File: src/hw/rtl/text_console_cell_writer_defines.svh
// Assertion macros shared by the text console cell writer modules.
`ifndef TEXT_CONSOLE_CELL_WRITER_DEFINES_SVH
`define TEXT_CONSOLE_CELL_WRITER_DEFINES_SVH

`ifndef SYNTHESIS

// Check that holds outside reset.
`define TCCW_ASSERT(lbl, prop, msg) \
  lbl: assert property (@(posedge clk) disable iff (!rst_n) prop) else $error(msg);

// Check that holds at every edge, reset included.
`define TCCW_ASSERT_ALWAYS(lbl, prop, msg) \
  lbl: assert property (@(posedge clk) prop) else $error(msg);

`else

`define TCCW_ASSERT(lbl, prop, msg)
`define TCCW_ASSERT_ALWAYS(lbl, prop, msg)

`endif

`endif

File: src/hw/rtl/tccw_pkg.sv
// Shared constants, codes and control types of the text console cell writer.
package tccw_pkg;

  // Store geometry.
  localparam int MAX_COLS = 128;
  localparam int MAX_ROWS = 64;
  localparam int TAB_STEP = 4;
  localparam int COL_W    = $clog2(MAX_COLS);
  localparam int ROW_W    = $clog2(MAX_ROWS);
  localparam int ADDR_W   = COL_W + ROW_W;
  localparam int DEPTH    = MAX_COLS * MAX_ROWS;

  // Port field widths.
  localparam int KIND_W    = 2;
  localparam int CHAR_W    = 8;
  localparam int COLOR_W   = 8;
  localparam int NCOLS_W   = 8;
  localparam int NROWS_W   = 7;
  localparam int CFG_IDX_W = 2;
  localparam int CFG_W     = 8;
  localparam int CELL_W    = CHAR_W + COLOR_W;

  // Item kinds.
  localparam logic [KIND_W-1:0] KIND_WRITE = 2'd0;
  localparam logic [KIND_W-1:0] KIND_SET   = 2'd1;
  localparam logic [KIND_W-1:0] KIND_CLEAR = 2'd2;
  localparam logic [KIND_W-1:0] KIND_READ  = 2'd3;

  // Register indexes.
  localparam logic [CFG_IDX_W-1:0] CFG_COLOR = 2'd0;
  localparam logic [CFG_IDX_W-1:0] CFG_COLS  = 2'd1;
  localparam logic [CFG_IDX_W-1:0] CFG_ROWS  = 2'd2;

  // Register reset values.
  localparam logic [COLOR_W-1:0] COLOR_RST = 8'd15;
  localparam logic [NCOLS_W-1:0] COLS_RST  = 8'd80;
  localparam logic [NROWS_W-1:0] ROWS_RST  = 7'd25;

  // Character codes.
  localparam logic [CHAR_W-1:0] CH_NL    = 8'h0A;
  localparam logic [CHAR_W-1:0] CH_CR    = 8'h0D;
  localparam logic [CHAR_W-1:0] CH_TAB   = 8'h09;
  localparam logic [CHAR_W-1:0] CH_ESC   = 8'h1B;
  localparam logic [CHAR_W-1:0] CH_SPACE = 8'h20;

  // Commands from the controller to the datapath.
  typedef struct packed {
    logic load_item;
    logic exec;
    logic copy_step;
    logic blank_step;
    logic clear_step;
    logic cnt_clear;
    logic load_out;
  } tccw_cmd_t;

  // Status from the datapath to the controller.
  typedef struct packed {
    logic [KIND_W-1:0] kind;
    logic              scroll_req;
    logic              copy_done;
    logic              blank_last;
    logic              clear_last;
  } tccw_sts_t;

endpackage

File: src/hw/rtl/tccw_ctrl.sv
// Controller state machine: item sequencing, store sweeps and result handshake.
`include "text_console_cell_writer_defines.svh"

module tccw_ctrl import tccw_pkg::*; (
  input  logic      clk,
  input  logic      rst_n,
  input  logic      in_valid,
  output logic      in_ready,
  output logic      out_valid,
  input  logic      out_ready,
  input  tccw_sts_t sts,
  output tccw_cmd_t cmd
);

  localparam logic [2:0] S_IDLE   = 3'd0;
  localparam logic [2:0] S_EXEC   = 3'd1;
  localparam logic [2:0] S_COPY   = 3'd2;
  localparam logic [2:0] S_BLANK  = 3'd3;
  localparam logic [2:0] S_CLEAR  = 3'd4;
  localparam logic [2:0] S_FINISH = 3'd5;

  logic [2:0] state_r, state_nxt;
  logic       out_valid_r, out_valid_nxt;
  logic       out_free;

  // The result register is free when empty or being emptied this cycle.
  assign out_free = !out_valid_r || out_ready;
  assign in_ready = (state_r == S_IDLE) || ((state_r == S_FINISH) && out_free);

  // Next state and commands.
  always_comb begin
    state_nxt = state_r;
    cmd       = '0;
    cmd.load_item = in_valid && in_ready;
    case (state_r)
      S_IDLE: begin
        if (in_valid) begin
          state_nxt = S_EXEC;
        end
      end
      S_EXEC: begin
        cmd.exec      = 1'b1;
        cmd.cnt_clear = 1'b1;
        if (sts.kind == KIND_CLEAR) begin
          state_nxt = S_CLEAR;
        end else if (sts.scroll_req) begin
          state_nxt = S_COPY;
        end else begin
          state_nxt = S_FINISH;
        end
      end
      S_COPY: begin
        cmd.copy_step = 1'b1;
        if (sts.copy_done) begin
          cmd.cnt_clear = 1'b1;
          state_nxt     = S_BLANK;
        end
      end
      S_BLANK: begin
        cmd.blank_step = 1'b1;
        if (sts.blank_last) begin
          state_nxt = S_FINISH;
        end
      end
      S_CLEAR: begin
        cmd.clear_step = 1'b1;
        if (sts.clear_last) begin
          state_nxt = S_FINISH;
        end
      end
      S_FINISH: begin
        if (out_free) begin
          cmd.load_out = 1'b1;
          state_nxt    = in_valid ? S_EXEC : S_IDLE;
        end
      end
      default: begin
        state_nxt = S_IDLE;
      end
    endcase
  end

  // Result valid flag.
  always_comb begin
    if (cmd.load_out) begin
      out_valid_nxt = 1'b1;
    end else if (out_ready) begin
      out_valid_nxt = 1'b0;
    end else begin
      out_valid_nxt = out_valid_r;
    end
  end

  always_ff @(posedge clk) begin
    if (!rst_n) begin
      state_r     <= S_IDLE;
      out_valid_r <= 1'b0;
    end else begin
      state_r     <= state_nxt;
      out_valid_r <= out_valid_nxt;
    end
  end

  assign out_valid = out_valid_r;

  // The execute step never repeats without a new item.
  `TCCW_ASSERT(a_exec_once, (state_r == S_EXEC) |=> (state_r != S_EXEC), "execute step repeated")
  // A new item is taken only in the idle state or when the result register is free.
  `TCCW_ASSERT(a_accept_room, cmd.load_item |-> ((state_r == S_IDLE) || out_free), "item taken while result blocked")
  // Only a clear item sweeps the whole store.
  `TCCW_ASSERT(a_clear_kind, (state_r == S_CLEAR) |-> (sts.kind == KIND_CLEAR), "clear sweep for another kind")
  // Scrolling belongs to byte writes only.
  `TCCW_ASSERT(a_scroll_kind, ((state_r == S_COPY) || (state_r == S_BLANK)) |-> (sts.kind == KIND_WRITE), "scroll for another kind")
  // Reset leaves no result pending.
  `TCCW_ASSERT_ALWAYS(a_rst_empty, !rst_n |=> !out_valid_r, "result valid after reset")

endmodule

File: config.mk
export PLATFORM = sky130hd
export DESIGN_NAME = tccw_ctrl
export DESIGN_NICKNAME = d
export VERILOG_FILES = /design/src/hw/rtl/tccw_pkg.sv /design/src/hw/rtl/tccw_ctrl.sv
export VERILOG_INCLUDE_DIRS = /design/src /design/src/hw/rtl
export SDC_FILE = /design/constraint.sdc
export NUM_CORES = 1
export LEC_CHECK = 0
export BUFFER_PORTS_ARGS = -buffer_cell sky130_fd_sc_hd__buf_4
export CELL_PAD_IN_SITES_DETAIL_PLACEMENT = 2
export CELL_PAD_IN_SITES_GLOBAL_PLACEMENT = 2
export CORE_MARGIN = 5
export CORE_UTILIZATION = 22
export DETAILED_ROUTE_END_ITERATION = 8
export GPL_TIMING_DRIVEN = 0
export PLACE_DENSITY_LB_ADDON = 0.1
export SYNTH_ARGS = -nofsm -noshare
export SYNTH_HDL_FRONTEND = slang
export SYNTH_SLANG_ARGS = --single-unit
File: constraint.sdc
create_clock -name clk -period 1.4 [get_ports clk]
set_input_delay 0.14 -clock clk [delete_from_list [all_inputs] [get_ports clk]]
set_output_delay 0.14 -clock clk [all_outputs]
set_load 0.02 [all_outputs]
==> results of run 1 <==
[flip-flops by register name, indices dropped and copies added (netlist names)]
| register | flops |
|---|---|
| out_valid | 1 |
| state_r | 3 |
[worst max-delay path by stage]
stage / start / endpoint / slack [ps] / depth (start not counted)
5_1_grt: state_r[0]$_SDFFE_PN0P_ / cmd[6] / -50 / 4
6_report: state_r[0]$_SDFFE_PN0P_ / cmd[6] / 20 / 4
2_1_floorplan: state_r[0]$_SDFFE_PN0P_ / cmd[6] / 80 / 4
3_5_place_dp: state_r[2]$_SDFFE_PN0P_ / cmd[0] / 120 / 5
3_3_place_gp: state_r[2]$_SDFFE_PN0P_ / cmd[0] / 130 / 5
4_1_cts: state_r[0]$_SDFFE_PN0P_ / cmd[6] / -40 / 5
[power by group]
part           total (uW)  internal, uW  switching, uW
sequential            192           151           40.5
clock                 145          96.0           48.8
combinational         796           422            374
total                1130           670            463
[final cells by class]
cell class / instances / area share
tap: 17 / 0.0335
multi-input combinational: 36 / 0.463
timing repair buffer: 22 / 0.278
clock buffer: 3 / 0.0354
buffer: 4 / 0.0591
sequential: 4 / 0.132
[routing by layer]
layer	track usage	vias to the layer above
li1	-	208
met1	0.107	201
met2	0.169	7
met3	0.00860	0
met4	0.0524	0
met5	0	-
[through the flow]
step | setup WS (ps) | setup TNS, ps | hold slack, ps | instances | util
2_1_floorplan | 84.1 | 0 | 258 | 45 | -
3_3_place_gp | 134 | 0 | 391 | 80 | 0.321
3_5_place_dp | 117 | 0 | 391 | 80 | 0.321
4_1_cts | -36.2 | -56.0 | 142 | 87 | 0.367
5_1_grt | -48.3 | -62.4 | 155 | 86 | 0.376
6_report | 17.5 | 0 | 145 | 86 | 0.376
[cell usage in the layout (no fill, tap or decap), drive strengths merged]
cell type	instances
nor3	1
nor2b	3
o22ai	1
nand2	2
o21a	1
or2b	1
o21ai	2
a21boi	2
mux2	1
nor2	1
clkbuf	3
mux2i	2
nand3	2
nand2b	2
or2	1
buf	26
nand3b	1
nor3b	4
a21oi	5
nor4b	1
and3b	1
dfxtp	4
and3	1
and2	1
[cell families (layout without fill, tap and decap cells)]
family,after synthesis,after routing,synth area share
AO/OA/AOI/OAI,11,11,0.193
buffers and inverters,5,29,0.0951
flip-flops,4,4,0.210
multiplexers,3,3,0.0918
AND/OR/NAND/NOR,22,22,0.410
[timing repair]
item / CTS / global route
pin swaps: 3 / 5
setup buffers: 4 / 0
resized for setup: 9 / 7
cloned: 0 / 0
endpoints found under the setup margin: 3 / 5
==> impl_metrics.ini, run 1 <==
[run_status]
status = finished, final reports clean

[power]
power_uw = 1130
peakVddDrop_mv = 0.629
power.leakage_uw = 0.000288
powerDensity_mw_per_mm2 = 1780

[sta]
worst_pin_slew_ps = 275
fmax_mhz = 723
period_share = 0.987
skew_ps = 2.24
hold_viol = 0
slew_headroom = 0.814
finalSetupViolCount = 0
min_period_ps = 1380
report.final.slew_viol_count = 0
rsz0062_at_grt = true

[clock_network]
cts_sinks = 4
clk_pin_slew_worst_paths_ps = 40
cts_tree = yes
clock_latency_ps = 230
cts_max_path_buffers = 2
cts_hold_buf = 0
cts-root-buf = clkbuf_4
numCtsBuffers = 3
h-tree-depth = 1

[critical_path]
r2r_slack_ps = 160
crit_fanout = 6
crit_family = simple AND/OR/NAND/NOR gates
reg2reg_from = state_r[0]$_SDFFE_PN0P_
cp.required_ps = 1260
path_cells = or2_1 -> a21oi_2 -> and2_4 -> buf_6
crit_buf_inv = 1
crit_path_max_incr_delay_ps = 340
r2r_end = state_r[0]$_SDFFE_PN0P_
slowest_stage = dfxtp_2
arrival_ps = 1240
startpoint_type = flop
r2r_cells = 5
crit_type = reg2out
endpoint_kind = primary output

[layout]
area.sequential_sq_um = 83.8
syn2layout_area_growth_pct = 66.6
num-fill-cells = 193
diodes = 0
drive_gt1_frac = 0.623
final_nets = 81
final_cell_area_sq_um = 636
multi_input_area_sq_um = 294

[die]
dieArea_sq_mm = 0.00267
chipHeight_microns = 51.7
placementRows = 15
coreArea_sq_mm = 0.00169
io_pins = 19
dieWidth_microns = 51.7
initial_core_util = 0.226

[placed_design]
dpl.hpwl_microns = 860
numPortBuffers = 18
placedInstanceArea_sq_um = 542
gp_congestion = 0.678

[hold_path]
hold_start = rst_n
holdPathEnd = state_r[2]$_SDFFE_PN0P_
min_delay_path_depth = 2
hp-class = in2reg

[run]
maxCapViolations = 0

[logic_synthesis]
avgSynthCellArea_sq_um = 8.48
yosysWarningCount = 0
synth-seq-area-share = 0.210
synth_nets = 55
synth_area_sq_um = 382
yosys.area.top_type_share = 0.210
yosysTopAreaCell = dfxtp_1
synth_cells = 45
async_flop_share = 0
synth_area_leaders = dfxtp_1 21%, nor3b_2 6.6%, a21oi_1 5.2%, mux2i_1 5.2%, nor2b_1 4.9%
synth_edf_count = 0
synth_commonest_cells = 4 x a21oi_1, 4 x dfxtp_1, 3 x nor2b_1
ys_seq_elements = 4
synthDistinctLibCells = 28
yosys_most_used_dff = dfxtp_1

[detailed_routing]
m1WireLength_microns = 522
wl_met2_microns = 651
drc_errors = 0
top_layer_used = met3
met3RoutedLength_microns = 21
via_count = 416
drtPass1Iterations = 2
antenna_left = 0
drt_iter0_markers = 2
via_per_inst = 4.84
post_drt_wl_per_cell_microns = 13.9
routed_wl_mm = 1.19

[global_route]
grt_pass1_vias = 447
grt_max_degree = 11
grt_overflow_total = 0
antenna_found_initial = 0
grt_pass1_wl_mm = 1.91
grt_usage = 0.0940
Power figures use the tool's default switching activity.
==> run 2: changes to the inputs <==
--- a/config.mk
+++ b/config.mk
@@ -7,12 +7,11 @@
 export NUM_CORES = 1
 export LEC_CHECK = 0
 export BUFFER_PORTS_ARGS = -buffer_cell sky130_fd_sc_hd__buf_4
-export CELL_PAD_IN_SITES_DETAIL_PLACEMENT = 2
+export CELL_PAD_IN_SITES_DETAIL_PLACEMENT = 0
 export CELL_PAD_IN_SITES_GLOBAL_PLACEMENT = 2
 export CORE_MARGIN = 5
 export CORE_UTILIZATION = 22
 export DETAILED_ROUTE_END_ITERATION = 8
-export GPL_TIMING_DRIVEN = 0
 export PLACE_DENSITY_LB_ADDON = 0.1
 export SYNTH_ARGS = -nofsm -noshare
 export SYNTH_HDL_FRONTEND = slang
==> impl_metrics.ini, run 2 (synthesis results as in run 1) <==
[run_status]
status = finished, final reports clean

[detailed_routing]
via_per_inst = 4.57
drtPass1Iterations = 4
post_drt_wl_per_cell_microns = 11.8
antenna_left = 0
via_count = 384
routed_wl_microns = 993
drc_errors = 0
drt_iter0_markers = 1

[sta]
finalSetupViolCount = 0
skew_ps = 5.59
worst_pin_slew_ps = 273
min_period_ps = 1360
holdWs_ps = 141
report.final.slew_viol_count = 0
rsz0062_at_grt = true
period_share = 0.970
fmax_mhz = 736
hold_viol = 0
slew_headroom = 0.815

[placed_design]
gp_congestion = 0.666
dpl.hpwl_microns = 788
numPortBuffers = 18
dp.cells = 79

[layout]
num-fill-cells = 193
syn2layout_area_growth_pct = 54.4
final_common_cell = buf_4
largest_register_ffs = 3
fin_cells = 84
final_cell_mix = 23 x buf_4, 3 x nor2b_1, 3 x a21oi_2, 3 x clkbuf_4
regMostFlops = state_r
final_nets = 79
diodes = 0
drive_gt1_frac = 0.582

[clock_network]
cts-root-buf = clkbuf_4
clock_latency_ps = 240
clk_pin_slew_worst_paths_ps = 40
cts_tree = yes
numCtsBuffers = 3
h-tree-depth = 1
cts_sinks = 4
cts_max_path_buffers = 2

[die]
dieArea_sq_mm = 0.00267
placementRows = 15
dieWidth_microns = 51.7
coreArea_sq_mm = 0.00169
initial_core_util = 0.226
chipHeight_microns = 51.7
io_pins = 19

[critical_path]
crit_path_max_incr_delay_ps = 340
crit_type = reg2out
cp.required_ps = 1260
endpoint_kind = primary output
crit_fanout = 7
path_cells = or2_1 -> a21oi_2 -> and2_4 -> buf_6
slowest_stage = dfxtp_2
arrival_ps = 1220
startpoint_type = flop
crit_buf_inv = 1
crit_family = simple AND/OR/NAND/NOR gates

[global_route]
grt_usage = 0.0820
grt_overflow_total = 0
grt_pass1_wl_mm = 1.64
grt_pass1_vias = 401
antenna_found_initial = 0
grt_max_degree = 10

[hold_path]
hp-class = in2reg

[run]
maxCapViolations = 0

[power]
powerDensity_mw_per_mm2 = 1760
power.leakage_uw = 0.000270
peakVddDrop_mv = 0.611
==> run 2: power by group <==
part	internal, uW	total [uW]	switching (uW)
sequential	152	202	49.6
combinational	363	684	321
clock	96.3	149	53.0
==> run 2: what timing repair did <==
item                       in CTS  in global routing
setup buffers                   3                  1
hold buffers                    0                  0
pin swaps                       2                  4
setup endpoints to repair       2                  4
resized for setup               3                  4
==> run 2: area by class of cell <==
type                       instances  area [sq um]  share of cell area
clock buffer                       3          22.5              0.0382
multi-input combinational         36           275               0.467
sequential                         4          86.3               0.146
tap                               17          21.3              0.0361
timing repair buffer              24           184               0.312
==> run 2: path summary, 6_finish.rpt <==
path / startpoint / endpoint / slack (ps) / cells after the start
setup / recovery: state_r[0]$_SDFFE_PN0P_ / cmd[6] / 40 / 4
hold / removal: rst_n / state_r[2]$_SDFFE_PN0P_ / 140 / 2
setup reg to reg: state_r[0]$_SDFFE_PN0P_ / state_r[0]$_SDFFE_PN0P_ / 140 / 4
hold reg to reg: out_valid$_SDFFE_PN0P_ / out_valid$_SDFFE_PN0P_ / 550 / 2
==> run 2: layer usage <==
metal,global-route usage,vias up,part of all wire
li1,-,202,-
met1,0.0934,171,0.45
met2,0.144,11,0.50
met3,0.0344,0,0.048
met4,0.0131,0,0
met5,0,-,0
==> run 2: metrics by stage <==
step                power (uW)  worst slack, ps  TNS (ps)  area (sq um)   util
finish                    1040             42.2         0           589  0.349
global route              1130            -46.3     -46.3           589  0.349
CTS                       1090            -22.8     -22.8           599  0.355
detailed placement         864              182         0           548  0.324
global placement           867              192         0           548  0.324
floorplan                  635             84.1         0           385      -
==> run 3: changes to the inputs <==
--- a/config.mk
+++ b/config.mk
@@ -6,11 +6,13 @@
 export SDC_FILE = /design/constraint.sdc
 export NUM_CORES = 1
 export LEC_CHECK = 0
+export ABC_AREA = 1
 export BUFFER_PORTS_ARGS = -buffer_cell sky130_fd_sc_hd__buf_4
 export CELL_PAD_IN_SITES_DETAIL_PLACEMENT = 0
 export CELL_PAD_IN_SITES_GLOBAL_PLACEMENT = 2
 export CORE_MARGIN = 5
-export CORE_UTILIZATION = 22
+export CORE_UTILIZATION = 18
+export CTS_CLUSTER_SIZE = 30
 export DETAILED_ROUTE_END_ITERATION = 8
 export PLACE_DENSITY_LB_ADDON = 0.1
 export SYNTH_ARGS = -nofsm -noshare
==> impl_metrics.ini, run 3 <==
[logic_synthesis]
avgSynthCellArea_sq_um = 5.42
synthDistinctLibCells = 14
yosys.area.top_type_share = 0.231
synth_area_sq_um = 347
yosys_most_used_dff = dfxtp_1
synth_edf_count = 0
synth_area_leaders = dfxtp_1 23%, nand2_1 23%, nor2_1 11%, inv_1 8.7%, a21oi_1 7.2%
yosysWarningCount = 0
async_flop_share = 0
yosysTopAreaCell = dfxtp_1
synth.most_common_cell = nand2_1
synth-seq-area-share = 0.231
synth_cells = 64
synth_nets = 74
ys_seq_elements = 4
synth_commonest_cells = 21 x nand2_1, 10 x nor2_1, 8 x inv_1

[placed_design]
gp_congestion = 0.735
placedInstanceArea_sq_um = 512
dpl.hpwl_microns = 853
preCtsSetupSlack_ps = 86.8
dp.cells = 107
numPortBuffers = 18

[clock_network]
cts-root-buf = clkbuf_4
cts_max_path_buffers = 2
h-tree-depth = 1
clk_pin_slew_worst_paths_ps = 40
cts_sinks = 4
clock_latency_ps = 230
numCtsBuffers = 3
cts_tree = yes
cts_hold_buf = 0

[sta]
finalSetupViolCount = 0
fmax_mhz = 747
slew_headroom = 0.854
min_period_ps = 1340
report.final.slew_viol_count = 0
worst_slack_ps = 62.1
hold_viol = 0
worst_pin_slew_ps = 219
period_share = 0.956
skew_ps = 1.14

[die]
dieArea_sq_mm = 0.00290
placementRows = 15
io_pins = 19
coreArea_sq_mm = 0.00178
initial_core_util = 0.194
dieWidth_microns = 53.9
chipHeight_microns = 53.9

[global_route]
grt_pass1_wl_mm = 1.66
grt_pass1_vias = 430
grt_max_degree = 8
antenna_found_initial = 0
grt_overflow_total = 0
grt_usage = 0.0778

[layout]
multi_input_area_sq_um = 254
area.sequential_sq_um = 88.8
num-fill-cells = 206
final_cell_mix = 24 x buf_4, 21 x nand2_1, 9 x nor2_1, 8 x inv_1, 4 x nand3_1
final_common_cell = buf_4
syn2layout_area_growth_pct = 78.7
fin_cells = 114
drive_gt1_frac = 0.449
largest_register_ffs = 3
regMostFlops = state_r
final_nets = 101
final_cell_area_sq_um = 619
diodes = 0

[critical_path]
crit_family = flip-flops
arrival_ps = 1200
endpoint_kind = primary output
crit_type = reg2out
r2r_cells = 9
startpoint_type = flop
slowest_stage = dfxtp_4
crit_path_max_incr_delay_ps = 360
crit_buf_inv = 3
path_cells = inv_6 -> nand3_4 -> a21oi_4 -> inv_1 -> a21oi_2 -> buf_4
cp.required_ps = 1260
reg2reg_from = state_r[1]$_SDFFE_PN0P_
r2r_end = state_r[2]$_SDFFE_PN0P_
r2r_slack_ps = 150
crit_fanout = 4

[power]
power.leakage_uw = 0.000327
peakVddDrop_mv = 0.894
powerDensity_mw_per_mm2 = 2200

[hold_path]
hp-class = in2reg
holdPathEnd = state_r[0]$_SDFFE_PN0P_
min_delay_path_depth = 3
hold_start = rst_n

[run]
maxCapViolations = 0

[detailed_routing]
met3RoutedLength_microns = 68
post_drt_wl_per_cell_microns = 9.01
top_layer_used = met3
antenna_left = 0
wl_met2_microns = 474
drt_iter0_markers = 5
m1WireLength_microns = 484
routed_wl_mm = 1.03
via_count = 448
drtPass1Iterations = 2
drc_errors = 0
via_per_inst = 3.93

[run_status]
status = finished, final reports clean
run 3: how the worst max path moves through the flow:
stage	slack [ps]	endpoint	depth (start not counted)	from
finish	60	cmd[6]	6	state_r[1]$_SDFFE_PN0P_
global route	-6	cmd[6]	6	state_r[1]$_SDFFE_PN0P_
CTS	0.3	cmd[1]	5	state_r[2]$_SDFFE_PN0P_
detailed placement	90	cmd[6]	5	state_r[0]$_SDFFE_PN0P_
global placement	150	state_r[2]$_SDFFE_PN0P_	7	state_r[1]$_SDFFE_PN0P_
floorplan	120	cmd[6]	5	state_r[2]$_SDFFE_PN0P_
run 3: per-stage QoR:
| step | utilization | power (uW) | setup TNS, ps | hold slack, ps |
|---|---|---|---|---|
| after floorplan | - | 780 | 0 | 260 |
| after global placement | 0.287 | 1090 | 0 | 404 |
| after detailed placement | 0.287 | 1060 | 0 | 400 |
| after CTS | 0.319 | 1260 | 0 | 151 |
| after global routing | 0.347 | 1510 | -6.41 | 151 |
| final | 0.347 | 1360 | 0 | 155 |
run 3: worst min-delay path: cells and delay by family:
family	cells	cell delay [ps]
AND/OR/NAND/NOR	2	110
buffers and inverters	1	100
run 3: layout make-up:
cell class,instances,share of cell area
inverter,10,0.0687
clock buffer,3,0.0364
multi-input combinational,48,0.410
sequential,4,0.143
tap,25,0.0505
timing repair buffer,24,0.291
run 3: cell families after synthesis:
| family | after synthesis | share of synthesized area |
|---|---|---|
| AND/OR/NAND/NOR | 40 | 0.477 |
| buffers and inverters | 12 | 0.170 |
| AO/OA/AOI/OAI | 8 | 0.123 |
| flip-flops | 4 | 0.231 |
run 3: repair_timing:
| action | 4_1_cts | 5_1_grt |
|---|---|---|
| setup buffers | 3 | 1 |
| pin swaps | 0 | 1 |
| gates resized for setup | 5 | 10 |
| endpoints found under the setup margin | 3 | 2 |
run 3: routing by layer:
metal  vias to the layer above  track usage
li1                        247            -
met1                       193       0.0956
met2                         8        0.121
met3                         0       0.0249
met4                         0       0.0383
met5                         -            0
run 3: report_power, final:
group	internal (uW)	switching [uW]	leakage, uW	total [uW]
clock	95.6	43.4	0.0000138	139
combinational	409	538	0.000279	946
sequential	179	95.8	0.0000345	275
total	684	677	0.000327	1360
